$ cat src/scc_pkg.sv
package scc_pkg;

  localparam int SLOT_MAX = 6;

  // Scan codes (set 2, make codes)
  localparam logic [7:0] SC_FN        = 8'h02;
  localparam logic [7:0] SC_RECONNECT = 8'h2B;
  localparam logic [7:0] SC_POWER     = 8'h5D;
  localparam logic [7:0] SC_BATTERY   = 8'h64;
  localparam logic [7:0] SC_IDLE      = 8'h1B;
  localparam logic [7:0] SC_LCTRL     = 8'h14;
  localparam logic [7:0] SC_LSHIFT    = 8'h12;
  localparam logic [7:0] SC_LALT      = 8'h10;
  localparam logic [7:0] SC_LGUI      = 8'h07;
  localparam logic [7:0] SC_RSHIFT    = 8'h59;
  localparam logic [7:0] SC_RALT      = 8'h13;

  // Glyph indexes above the digits
  localparam logic [3:0] GLYPH_B = 4'd10;
  localparam logic [3:0] GLYPH_A = 4'd11;
  localparam logic [3:0] GLYPH_T = 4'd12;
  localparam logic [3:0] GLYPH_M = 4'd13;
  localparam logic [3:0] GLYPH_I = 4'd14;
  localparam logic [3:0] GLYPH_N = 4'd15;

  localparam logic [11:0] SHORT_IDLE_RESET     = 12'd300;
  localparam logic [11:0] LONG_IDLE_RESET      = 12'd1800;
  localparam logic [11:0] BATTERY_PERIOD_RESET = 12'd600;

  // digits 0..9, then B A T m i n
  localparam logic [7:0] GLYPH [16] = '{
    8'h27, 8'h1E, 8'h1F, 8'h20, 8'h21, 8'h22, 8'h23, 8'h24,
    8'h25, 8'h26, 8'h05, 8'h04, 8'h17, 8'h10, 8'h0C, 8'h11
  };

  localparam logic [7:0] PLAIN_MAP [128] = '{
    8'h00, 8'h00, 8'h65, 8'h00, 8'h00, 8'h00, 8'h00, 8'hE3,
    8'h29, 8'h00, 8'h00, 8'h00, 8'h00, 8'h2B, 8'h35, 8'h00,
    8'hE2, 8'h00, 8'hE1, 8'hE6, 8'hE0, 8'h14, 8'h1E, 8'h00,
    8'h00, 8'h00, 8'h1D, 8'h16, 8'h04, 8'h1A, 8'h1F, 8'h00,
    8'h00, 8'h06, 8'h1B, 8'h07, 8'h08, 8'h21, 8'h20, 8'h00,
    8'h52, 8'h00, 8'h19, 8'h09, 8'h17, 8'h15, 8'h22, 8'h4F,
    8'h00, 8'h11, 8'h05, 8'h0B, 8'h0A, 8'h1C, 8'h23, 8'h00,
    8'h00, 8'h00, 8'h10, 8'h0D, 8'h18, 8'h24, 8'h25, 8'h00,
    8'h00, 8'h36, 8'h0E, 8'h0C, 8'h12, 8'h27, 8'h26, 8'h00,
    8'h00, 8'h37, 8'h38, 8'h0F, 8'h33, 8'h13, 8'h2D, 8'h00,
    8'h00, 8'h00, 8'h34, 8'h00, 8'h2F, 8'h2E, 8'h00, 8'h00,
    8'h39, 8'hE5, 8'h28, 8'h30, 8'h2C, 8'h31, 8'h50, 8'h00,
    8'h51, 8'h00, 8'h00, 8'h00, 8'h00, 8'h00, 8'h4C, 8'h00,
    8'h00, 8'h00, 8'h00, 8'h00, 8'h00, 8'h00, 8'h00, 8'h00,
    8'h00, 8'h2A, 8'h00, 8'h00, 8'h00, 8'h00, 8'h00, 8'h00,
    8'h00, 8'h00, 8'h00, 8'h00, 8'h00, 8'h00, 8'h00, 8'h00
  };

  localparam logic [7:0] FN_MAP [128] = '{
    8'h00, 8'h00, 8'h00, 8'h00, 8'h00, 8'h00, 8'h00, 8'h00,
    8'h00, 8'h00, 8'h00, 8'h00, 8'h00, 8'h00, 8'h29, 8'h00,
    8'h00, 8'h00, 8'h00, 8'h00, 8'h00, 8'h00, 8'h3A, 8'h00,
    8'h00, 8'h00, 8'h00, 8'h00, 8'h00, 8'h00, 8'h3B, 8'h00,
    8'h00, 8'h00, 8'h00, 8'h00, 8'h00, 8'h3D, 8'h3C, 8'h00,
    8'h4B, 8'h00, 8'h00, 8'h00, 8'h00, 8'h00, 8'h3E, 8'h4D,
    8'h00, 8'h00, 8'h00, 8'h00, 8'h00, 8'h00, 8'h3F, 8'h00,
    8'h00, 8'h00, 8'h00, 8'h00, 8'h00, 8'h40, 8'h41, 8'h00,
    8'h00, 8'h00, 8'h00, 8'h00, 8'h00, 8'h43, 8'h42, 8'h00,
    8'h00, 8'h00, 8'h00, 8'h00, 8'h00, 8'h00, 8'h44, 8'h00,
    8'h00, 8'h00, 8'h00, 8'h00, 8'h00, 8'h45, 8'h00, 8'h00,
    8'h00, 8'h00, 8'h00, 8'h00, 8'h00, 8'h00, 8'h4A, 8'h00,
    8'h4E, 8'h00, 8'h00, 8'h00, 8'h00, 8'h00, 8'h00, 8'h00,
    8'h00, 8'h00, 8'h00, 8'h00, 8'h00, 8'h00, 8'h00, 8'h00,
    8'h00, 8'h00, 8'h00, 8'h00, 8'h00, 8'h00, 8'h00, 8'h00,
    8'h00, 8'h00, 8'h00, 8'h00, 8'h00, 8'h00, 8'h00, 8'h00
  };

  typedef enum logic [1:0] {
    REG_SHORT_IDLE     = 2'd0,
    REG_LONG_IDLE      = 2'd1,
    REG_BATTERY_PERIOD = 2'd2
  } cfg_reg_t;

  typedef enum logic [2:0] {
    CMD_TICK,
    CMD_MOD_PRESS,
    CMD_MOD_RELEASE,
    CMD_FN_PRESS,
    CMD_RELEASE,
    CMD_KEY
  } cmd_kind_t;

  typedef enum logic [2:0] {
    FN_MAPPED,
    FN_RECONNECT,
    FN_POWER,
    FN_BATTERY,
    FN_IDLE
  } fn_kind_t;

  typedef struct packed {
    logic       action;
    logic [7:0] scan_byte;
    logic [6:0] battery_percent;
  } in_item_t;

  typedef struct packed {
    logic [7:0] modifier_bits;
    logic [7:0] key_slot_a;
    logic [7:0] key_slot_b;
    logic [7:0] key_slot_c;
    logic [7:0] key_slot_d;
    logic [7:0] key_slot_e;
    logic [7:0] key_slot_f;
    logic       report_valid;
    logic       power_off_request;
    logic       reconnect_request;
    logic       measure_request;
  } out_item_t;

  // Classified item handed from front to back
  typedef struct packed {
    cmd_kind_t  kind;
    fn_kind_t   fn_kind;
    logic       fn_release;
    logic [7:0] mod_mask;
    logic [7:0] plain_code;
    logic [7:0] fn_code;
    logic [7:0] digit_h;
    logic [7:0] digit_t;
    logic [7:0] digit_u;
  } cmd_t;

endpackage

$ cat src/scc_fifo.sv
// Small flop queue; DEPTH must be a power of two, at least 2.
module scc_fifo #(
  parameter int WIDTH = 8,
  parameter int DEPTH = 2
) (
  input  logic             clk,
  input  logic             rst,
  input  logic             push,
  input  logic [WIDTH-1:0] wdata,
  output logic             full,
  input  logic             pop,
  output logic [WIDTH-1:0] rdata,
  output logic             empty
);

  localparam int AW = $clog2(DEPTH);

  logic [WIDTH-1:0] mem [DEPTH];
  logic [AW-1:0]    wr_ptr;
  logic [AW-1:0]    rd_ptr;
  logic [AW:0]      count;
  logic             do_push;
  logic             do_pop;

  assign full    = (count == (AW+1)'(DEPTH));
  assign empty   = (count == '0);
  assign do_push = push && !full;
  assign do_pop  = pop && !empty;
  assign rdata   = mem[rd_ptr];

  always_ff @(posedge clk) begin
    if (rst) begin
      wr_ptr <= '0;
      rd_ptr <= '0;
      count  <= '0;
    end else begin
      if (do_push) wr_ptr <= wr_ptr + 1'b1;
      if (do_pop) rd_ptr <= rd_ptr + 1'b1;
      if (do_push && !do_pop) count <= count + 1'b1;
      else if (do_pop && !do_push) count <= count - 1'b1;
    end
  end

  always_ff @(posedge clk) begin
    if (do_push) mem[wr_ptr] <= wdata;
  end

endmodule

$ cat src/scc_front.sv
module scc_front (
  input  scc_pkg::in_item_t item,
  output scc_pkg::cmd_t     cmd
);
  import scc_pkg::*;

  function automatic logic [7:0] mod_mask_of(input logic [6:0] b);
    case ({1'b0, b})
      SC_LCTRL:  mod_mask_of = 8'h01;
      SC_LSHIFT: mod_mask_of = 8'h02;
      SC_LALT:   mod_mask_of = 8'h04;
      SC_LGUI:   mod_mask_of = 8'h08;
      SC_RSHIFT: mod_mask_of = 8'h20;
      SC_RALT:   mod_mask_of = 8'h40;
      default:   mod_mask_of = 8'h00;
    endcase
  endfunction

  logic [6:0]  base;
  logic        rel;
  logic [7:0]  mask;
  logic        hundreds;
  logic [6:0]  rem;
  logic [14:0] tens_prod;
  logic [3:0]  tens;
  logic [6:0]  tens_x10;
  logic [3:0]  units;

  assign base = item.scan_byte[6:0];
  assign rel  = item.scan_byte[7];
  assign mask = mod_mask_of(base);

  // Battery digits: pct <= 127, so hundreds is 0 or 1; tens by x205 >> 11
  assign hundreds  = (item.battery_percent >= 7'd100);
  assign rem       = hundreds ? item.battery_percent - 7'd100 : item.battery_percent;
  assign tens_prod = {8'd0, rem} * 15'd205;
  assign tens      = tens_prod[14:11];
  assign tens_x10  = {3'd0, tens} * 7'd10;
  assign units     = 4'(rem - tens_x10);

  always_comb begin
    cmd            = '0;
    cmd.kind       = CMD_KEY;
    cmd.fn_kind    = FN_MAPPED;
    cmd.mod_mask   = mask;
    cmd.plain_code = PLAIN_MAP[base];
    cmd.fn_code    = FN_MAP[base];
    cmd.digit_h    = GLYPH[{3'd0, hundreds}];
    cmd.digit_t    = GLYPH[tens];
    cmd.digit_u    = GLYPH[units];
    cmd.fn_release = ({1'b0, base} == SC_FN);
    if (item.action) begin
      cmd.kind = CMD_TICK;
    end else if (mask != 8'h00) begin
      cmd.kind = rel ? CMD_MOD_RELEASE : CMD_MOD_PRESS;
    end else if (item.scan_byte == SC_FN) begin
      cmd.kind = CMD_FN_PRESS;
    end else if (rel) begin
      cmd.kind = CMD_RELEASE;
    end else begin
      case ({1'b0, base})
        SC_RECONNECT: cmd.fn_kind = FN_RECONNECT;
        SC_POWER:     cmd.fn_kind = FN_POWER;
        SC_BATTERY:   cmd.fn_kind = FN_BATTERY;
        SC_IDLE:      cmd.fn_kind = FN_IDLE;
        default:      cmd.fn_kind = FN_MAPPED;
      endcase
    end
  end

endmodule

$ cat src/scc_back.sv
module scc_back #(
  parameter int KEY_SLOTS = 6
) (
  input  logic               clk,
  input  logic               rst,
  input  scc_pkg::cmd_t      cmd,
  input  logic               cmd_empty,
  output logic               cmd_pop,
  input  logic               res_full,
  output logic               res_push,
  output scc_pkg::out_item_t res,
  input  logic               cfg_valid,
  input  logic [1:0]         cfg_index,
  input  logic [11:0]        cfg_data
);
  import scc_pkg::*;

  logic [11:0] short_idle_seconds;
  logic [11:0] long_idle_seconds;
  logic [11:0] battery_period_seconds;

  logic [7:0]  modifier_state, modifier_state_next;
  logic [7:0]  key_slots [KEY_SLOTS];
  logic        fn_held, fn_held_next;
  logic        long_idle_mode, long_idle_mode_next;
  logic [11:0] idle_seconds, idle_seconds_next;
  logic [11:0] battery_seconds, battery_seconds_next;

  logic [7:0]  slot_cur  [SLOT_MAX];
  logic [7:0]  slot_next [SLOT_MAX];
  logic        go;
  logic [11:0] limit;
  logic [11:0] idle_inc;
  logic [11:0] batt_inc;
  logic        poff, recon, meas, valid;

  assign go       = !cmd_empty && !res_full;
  assign cmd_pop  = go;
  assign res_push = go;

  // Slots at or beyond KEY_SLOTS have no storage and read zero
  for (genvar g = 0; g < SLOT_MAX; g++) begin : g_view
    if (g < KEY_SLOTS) begin : g_real
      assign slot_cur[g] = key_slots[g];
    end else begin : g_none
      assign slot_cur[g] = 8'h00;
    end
  end

  assign limit    = long_idle_mode ? long_idle_seconds : short_idle_seconds;
  assign idle_inc = idle_seconds + 12'd1;
  assign batt_inc = battery_seconds + 12'd1;

  always_comb begin
    modifier_state_next  = modifier_state;
    fn_held_next         = fn_held;
    long_idle_mode_next  = long_idle_mode;
    idle_seconds_next    = idle_seconds;
    battery_seconds_next = battery_seconds;
    slot_next            = slot_cur;
    poff  = 1'b0;
    recon = 1'b0;
    meas  = 1'b0;
    valid = 1'b1;
    if (cmd.kind == CMD_TICK) begin
      valid                = 1'b0;
      idle_seconds_next    = idle_inc;
      battery_seconds_next = batt_inc;
      if (idle_inc >= limit) begin
        idle_seconds_next = '0;
        poff              = 1'b1;
      end
      if (batt_inc >= battery_period_seconds) begin
        battery_seconds_next = '0;
        meas                 = 1'b1;
      end
    end else begin
      idle_seconds_next = '0;
      case (cmd.kind)
        CMD_MOD_PRESS:   modifier_state_next = modifier_state | cmd.mod_mask;
        CMD_MOD_RELEASE: modifier_state_next = modifier_state & ~cmd.mod_mask;
        CMD_FN_PRESS: begin
          fn_held_next = 1'b1;
          slot_next[0] = 8'h00;
        end
        CMD_RELEASE: begin
          if (cmd.fn_release) fn_held_next = 1'b0;
          for (int i = 0; i < SLOT_MAX; i++) slot_next[i] = 8'h00;
        end
        CMD_KEY: begin
          if (!fn_held) begin
            slot_next[0] = cmd.plain_code;
          end else begin
            case (cmd.fn_kind)
              FN_RECONNECT: begin
                slot_next[0] = 8'h00;
                recon        = 1'b1;
              end
              FN_POWER: begin
                slot_next[0] = 8'h00;
                poff         = 1'b1;
              end
              FN_BATTERY: begin
                slot_next[0] = cmd.digit_h;
                slot_next[1] = cmd.digit_t;
                slot_next[2] = cmd.digit_u;
                slot_next[3] = GLYPH[GLYPH_B];
                slot_next[4] = GLYPH[GLYPH_A];
                slot_next[5] = GLYPH[GLYPH_T];
              end
              FN_IDLE: begin
                long_idle_mode_next = !long_idle_mode;
                slot_next[0] = long_idle_mode ? GLYPH[0] : GLYPH[3];
                slot_next[1] = long_idle_mode ? GLYPH[5] : GLYPH[0];
                slot_next[2] = GLYPH[GLYPH_M];
                slot_next[3] = GLYPH[GLYPH_I];
                slot_next[4] = GLYPH[GLYPH_N];
                slot_next[5] = 8'h00;
              end
              default: slot_next[0] = cmd.fn_code;
            endcase
          end
        end
        default: ;
      endcase
    end
    // Drop writes to slots that do not exist
    for (int i = 0; i < SLOT_MAX; i++) begin
      if (i >= KEY_SLOTS) slot_next[i] = 8'h00;
    end
  end

  always_comb begin
    res.modifier_bits     = modifier_state_next;
    res.key_slot_a        = slot_next[0];
    res.key_slot_b        = slot_next[1];
    res.key_slot_c        = slot_next[2];
    res.key_slot_d        = slot_next[3];
    res.key_slot_e        = slot_next[4];
    res.key_slot_f        = slot_next[5];
    res.report_valid      = valid;
    res.power_off_request = poff;
    res.reconnect_request = recon;
    res.measure_request   = meas;
  end

  always_ff @(posedge clk) begin
    if (rst) begin
      short_idle_seconds     <= SHORT_IDLE_RESET;
      long_idle_seconds      <= LONG_IDLE_RESET;
      battery_period_seconds <= BATTERY_PERIOD_RESET;
    end else if (cfg_valid) begin
      case (cfg_index)
        REG_SHORT_IDLE:     short_idle_seconds     <= cfg_data;
        REG_LONG_IDLE:      long_idle_seconds      <= cfg_data;
        REG_BATTERY_PERIOD: battery_period_seconds <= cfg_data;
        default: ;
      endcase
    end
  end

  always_ff @(posedge clk) begin
    if (rst) begin
      modifier_state  <= '0;
      fn_held         <= 1'b0;
      long_idle_mode  <= 1'b0;
      idle_seconds    <= '0;
      battery_seconds <= '0;
      for (int i = 0; i < KEY_SLOTS; i++) key_slots[i] <= 8'h00;
    end else if (go) begin
      modifier_state  <= modifier_state_next;
      fn_held         <= fn_held_next;
      long_idle_mode  <= long_idle_mode_next;
      idle_seconds    <= idle_seconds_next;
      battery_seconds <= battery_seconds_next;
      for (int i = 0; i < KEY_SLOTS; i++) key_slots[i] <= slot_next[i];
    end
  end

`ifndef NO_ASSERTIONS
  a_scan_clears_idle: assert property (@(posedge clk) disable iff (rst)
    (go && cmd.kind != CMD_TICK) |=> (idle_seconds == 12'd0))
    else $error("idle timer not cleared by scan byte");

  a_fn_press_holds: assert property (@(posedge clk) disable iff (rst)
    (go && cmd.kind == CMD_FN_PRESS) |=> fn_held)
    else $error("Fn press did not set fn_held");

  a_tick_keeps_mods: assert property (@(posedge clk) disable iff (rst)
    (go && cmd.kind == CMD_TICK) |=> $stable(modifier_state) && $stable(fn_held))
    else $error("tick changed key state");

  a_reconnect_is_report: assert property (@(posedge clk) disable iff (rst)
    (res_push && res.reconnect_request) |-> (res.report_valid && fn_held))
    else $error("reconnect request outside an Fn chord");
`endif

endmodule

$ cat src/scan_code_to_hid_report.sv
// Path: an item transferred into the command queue is applied by the back end,
//   and its result is pushed into the result queue (empty low) once that queue has room.
// Throughput: one item per cycle, in the back end too, while the result queue has room.
// Reset (rst, synchronous): both queues empty, report and timers zero,
//   Fn released, short idle mode, registers back to 300, 1800 and 600 s.
module scan_code_to_hid_report #(
  parameter int KEY_SLOTS = 6
) (
  input  logic               clk,
  input  logic               rst,
  // input queue side
  input  logic               push,
  input  scc_pkg::in_item_t  item,
  output logic               full,
  // result queue side
  input  logic               pop,
  output scc_pkg::out_item_t result,
  output logic               empty,
  // configuration writes
  input  logic               cfg_valid,
  output logic               cfg_ready,
  input  logic [1:0]         cfg_index,
  input  logic [11:0]        cfg_data
);
  import scc_pkg::*;

  cmd_t      cmd_in;
  cmd_t      cmd_out;
  logic      cmd_empty;
  logic      cmd_pop;
  out_item_t res;
  logic      res_push;
  logic      res_full;

  // Registers accept a write on any cycle.
  assign cfg_ready = 1'b1;

  // Front: decode the scan byte (modifier, Fn, release, chord) and look up
  // both key tables; Fn state lives in the back end, so both codes travel.
  scc_front u_front (
    .item (item),
    .cmd  (cmd_in)
  );

  // Two-entry queue between decode and execute; its full flag is the
  // input side's full.
  scc_fifo #(
    .WIDTH ($bits(cmd_t)),
    .DEPTH (2)
  ) u_cmd_q (
    .clk   (clk),
    .rst   (rst),
    .push  (push),
    .wdata (cmd_in),
    .full  (full),
    .pop   (cmd_pop),
    .rdata (cmd_out),
    .empty (cmd_empty)
  );

  // Back: report state, timers and config registers; one item per cycle
  // whenever the result queue has room.
  scc_back #(
    .KEY_SLOTS (KEY_SLOTS)
  ) u_back (
    .clk       (clk),
    .rst       (rst),
    .cmd       (cmd_out),
    .cmd_empty (cmd_empty),
    .cmd_pop   (cmd_pop),
    .res_full  (res_full),
    .res_push  (res_push),
    .res       (res),
    .cfg_valid (cfg_valid),
    .cfg_index (cfg_index),
    .cfg_data  (cfg_data)
  );

  // Result queue; the consumer may stall while new items keep arriving.
  scc_fifo #(
    .WIDTH ($bits(out_item_t)),
    .DEPTH (2)
  ) u_res_q (
    .clk   (clk),
    .rst   (rst),
    .push  (res_push),
    .wdata (res),
    .full  (res_full),
    .pop   (pop),
    .rdata (result),
    .empty (empty)
  );

endmodule

$ cat config.mk
export PLATFORM = sky130hd
export DESIGN_NAME = scan_code_to_hid_report
export DESIGN_NICKNAME = d
export VERILOG_FILES = /design/src/scc_pkg.sv /design/src/scc_fifo.sv /design/src/scc_front.sv /design/src/scc_back.sv /design/src/scan_code_to_hid_report.sv
export SDC_FILE = /design/constraint.sdc
export NUM_CORES = 1
export LEC_CHECK = 0
export ABC_AREA = 1
export BUFFER_PORTS_ARGS = -buffer_cell sky130_fd_sc_hd__buf_2
export CAP_MARGIN = 10
export CORE_UTILIZATION = 55
export CTS_BUF_LIST = sky130_fd_sc_hd__clkbuf_16
export DETAILED_ROUTE_END_ITERATION = 6
export GPL_TIMING_DRIVEN = 1
export HOLD_SLACK_MARGIN = 0.15
export PLACE_DENSITY = 0.76
export SYNTH_ARGS = -nofsm -noshare
export SYNTH_HDL_FRONTEND = slang
export SYNTH_SLANG_ARGS = --single-unit
$ cat constraint.sdc
create_clock -name clk -period 5.8 [get_ports clk]
set_input_delay 0.87 -clock clk [delete_from_list [all_inputs] [get_ports clk]]
set_output_delay 0.87 -clock clk [all_outputs]
set_load 0.01 [all_outputs]
==> impl_results.md <==
- Run status: completed
- Adder-cell share of the synthesized area: 0.0651
- Detailed Routing Iterations Pass 1: 5
- H-tree depth: 1
- Antenna Violating Nets Remaining: 0
- Setup WS post-layout: 0.330 ns
- Detailed Route Iter0 Violations: 1072
- Count of boundary I/O pins: 98
- Launch point of the worst path: item[3]
- Setup Viol. Count Final: 0
- Final wirelength: 36600 um
- Synthesized area divided by synthesized cell count: 9.94 um2
- Launching point of the worst reg2reg path: u_back.idle_seconds[0]
- Detailed-routed wire length on met2: 17700 um
- Overall die area: 30900 um2
- Post-synth design cell area: 16600 um2
- Via count: 12200
- Largest family of logic cells by synthesized area: simple AND/OR/NAND/NOR gates
- Overall Global Routing Usage: 0.236
- Initial core utilization: 0.560
- Placement row count: 63
- Instance count of the mapped netlist: 1671
- Basic-gate share of the synthesized area counting and, or, nand and nor cells: 0.168
- Count of final max-slew check failures: 0
- Share of the clock period used by the worst path: 0.943
- Worst Clk Skew: 0.0161 ns
- Fmax: 0.183 GHz
- Power density of the placed cells: 458 nW/um2
- Number of sinks on the clock net: 326
- Cell Count, Final, Fillers Out: 2193
- Most Frequent Cell on Critical Path: sky130_fd_sc_hd__nand2_1
- Clock-pin slew of the registers on the worst-case setup and hold paths: 0.06 ns
- First-pass GRT wire length: 58900 um
- Post-Place Worst Slack: -0.305 ns
- Die height: 176 um
- Leakage power of the design: 7.67 nW
- Multiplexer fraction of the synthesized cell area: 0.0520
- Synthesized flop and latch total: 326
- Final Util: 0.630
- Number of antenna violations at the first check in global routing: 0
- Xor/xnor cell area share of the yosys netlist: 0.0130
- CP Launch Type: primary input
- Sequential share of the synthesized area: 0.542
- Crit path max fanout: 7
- DRC: 0
- Cell count after placement: 2133
- Highest layer used for signal routing: met4
- Number of distinct library cells after synthesis: 61
- Async SR Flop Fraction: 0
- Data required time of the worst path: 6.09 ns
- Overall die width: 176 um
- Min Tclk post-route: 5.47 ns
- Worst min-delay path category: reg -> reg
- Fraction of final layout cells sized beyond drive strength 1: 0.182
- Worst relative slew slack: 0.276
- Post-DP HPWL: 25900 um
- Number of flops mapped to enable cells by yosys: 248
- Post-route setup TNS: 0 ns
- Total of buffers placed on input and output ports: 94
- Most common cell after layout, fill and taps aside: sky130_fd_sc_hd__edfxtp_1
- Per-cell routed wire length: 16.7 um
- Compound-gate portion of the synthesized area: 0.0960
- Total congestion overflow after global routing: 0
- Antenna diode count: 0
- Layout area overhead: 12.5%
- Final Wtd Congestion: 0.905
- Insertion delay of the later-clocked pin in the worst-skew pair: 0.55 ns
- Max Cap Viol: 0
- Start point of the worst hold path: u_back.short_idle_seconds[3]
- Total met3 wirelength after detailed routing: 1840 um
- Highest-count cells in the layout ignoring fill and taps: sky130_fd_sc_hd__edfxtp_1 (248), sky130_fd_sc_hd__nand2_1 (245), sky130_fd_sc_hd__inv_1 (194)
- Critical Setup Path Class: in -> reg
- Arrival time of the worst setup path: 5.76 ns
- Core Region: 29600 um2
- CP max stage cell: sky130_fd_sc_hd__fa_1
- Clock tree buffer depth: 3
- Clock tree from TritonCTS: yes
- Number of global-route vias before repair: 11800
- Yosys warns: 0
- Routed via count divided by cell count: 5.57
- Endpoint class of the critical path: flip-flop
- Cell at the root of the clock tree: sky130_fd_sc_hd__clkbuf_16
- Top flip-flop cell by instance count after synthesis: sky130_fd_sc_hd__edfxtp_1
- Worst supply voltage drop on vdd: 0.000278 V
- # nets final: 1895
- CTS Buf Count: 31
- Final Hold Viols: 0
- Routed met1 length: 16500 um
- Actual slew at the worst max-slew pin: 1.08 ns
- Worst stage delay on the critical path: 0.49 ns
- Largest net degree at the start of global routing: 59
[timing repair]
action,4_1_cts,5_1_grt
buffers inserted,0,2
setup endpoints to repair,0,12
hold endpoints to repair,0,0
resized for setup,0,5
hold buffers,0,0
[cells in the mapped netlist (39+ instances only)]
cell                         n  area (um2)
sky130_fd_sc_hd__nand3_1    71         355
sky130_fd_sc_hd__o21ai_0   103         515
sky130_fd_sc_hd__ha_1       72         901
sky130_fd_sc_hd__nand2_1   249         935
sky130_fd_sc_hd__dfxtp_1    78        1560
sky130_fd_sc_hd__mux2_2     58         653
sky130_fd_sc_hd__nor2_1    186         698
sky130_fd_sc_hd__nor3_1     39         195
sky130_fd_sc_hd__edfxtp_1  248        7450
sky130_fd_sc_hd__inv_1     190         713
sky130_fd_sc_hd__a21oi_1    87         435
sky130_fd_sc_hd__clkbuf_1   39         146
[area by class of cell]
type                    instances  area, um2
well taps                     390        488
multi-input cells            1083       6660
repair buffers                131        768
clock buffers                  31        776
flip-flops and latches        326       9010
inverters                     206        786
clock inverters                26        196
fillers                      2352      11000
[worst max-delay path: cells and delay by family]
family / cells / cell delay (ns)
simple gates: 15 / 1.38
compound gates: 3 / 0.45
buf+inv: 10 / 0.64
fa+ha+maj: 6 / 1.99
xor+xnor: 2 / 0.40
[where the power goes]
part,total (W),switching (W),internal (W)
clock,0.00193,0.000833,0.00110
combinational,0.00302,0.00196,0.00106
sequential,0.00361,0.000179,0.00343
[metrics by stage]
stage / instance area, um2 / power (W) / hold slack [ns]
2_1_floorplan: 16700 / 0.00570 / 0.428
3_3_place_gp: 17600 / 0.00649 / 0.437
3_5_place_dp: 17600 / 0.00661 / 0.449
4_1_cts: 18600 / 0.00856 / 0.464
5_1_grt: 18700 / 0.00906 / 0.488
6_report: 18700 / 0.00856 / 0.466
[registers in the layout, indices dropped and copies added, names as in the netlist, named ones only]
register,count
u_cmd_q.mem,84
u_res_q.rd_ptr,1
u_back.idle_seconds,12
u_back.short_idle_seconds,12
u_back.long_idle_seconds,12
u_cmd_q.rd_ptr,1
u_back.battery_seconds,12
u_back.battery_period_seconds,12
u_back.modifier_state,6
u_back.long_idle_mode,1
u_res_q.mem,116
u_back.fn_held,1
u_cmd_q.wr_ptr,1
u_back.key_slots,48
u_cmd_q.count,2
u_res_q.wr_ptr,1
u_res_q.count,2
[cells by family after synthesis]
family	count (synthesis)
flops	326
xor+xnor	23
fa+ha+maj	81
simple gates	623
compound gates	274
mux	79
buf+inv	263
other cells	2
[per-layer routing]
layer	vias to the layer above	global-route usage
met5	-	0
met4	0	0.0634
met3	59	0.0273
met2	395	0.394
met1	5786	0.325
li1	5966	-
[path summary, 6_finish.rpt]
path / to / slack, ns / cells after the start
min: u_back.short_idle_seconds[3] / 0.47 / 2
min reg2reg: u_back.short_idle_seconds[3] / 0.47 / 2
max reg2reg: u_back.idle_seconds[7] / 2.49 / 16
max: u_cmd_q.mem[1][4] / 0.33 / 36
(Power assumes the default switching activity.)
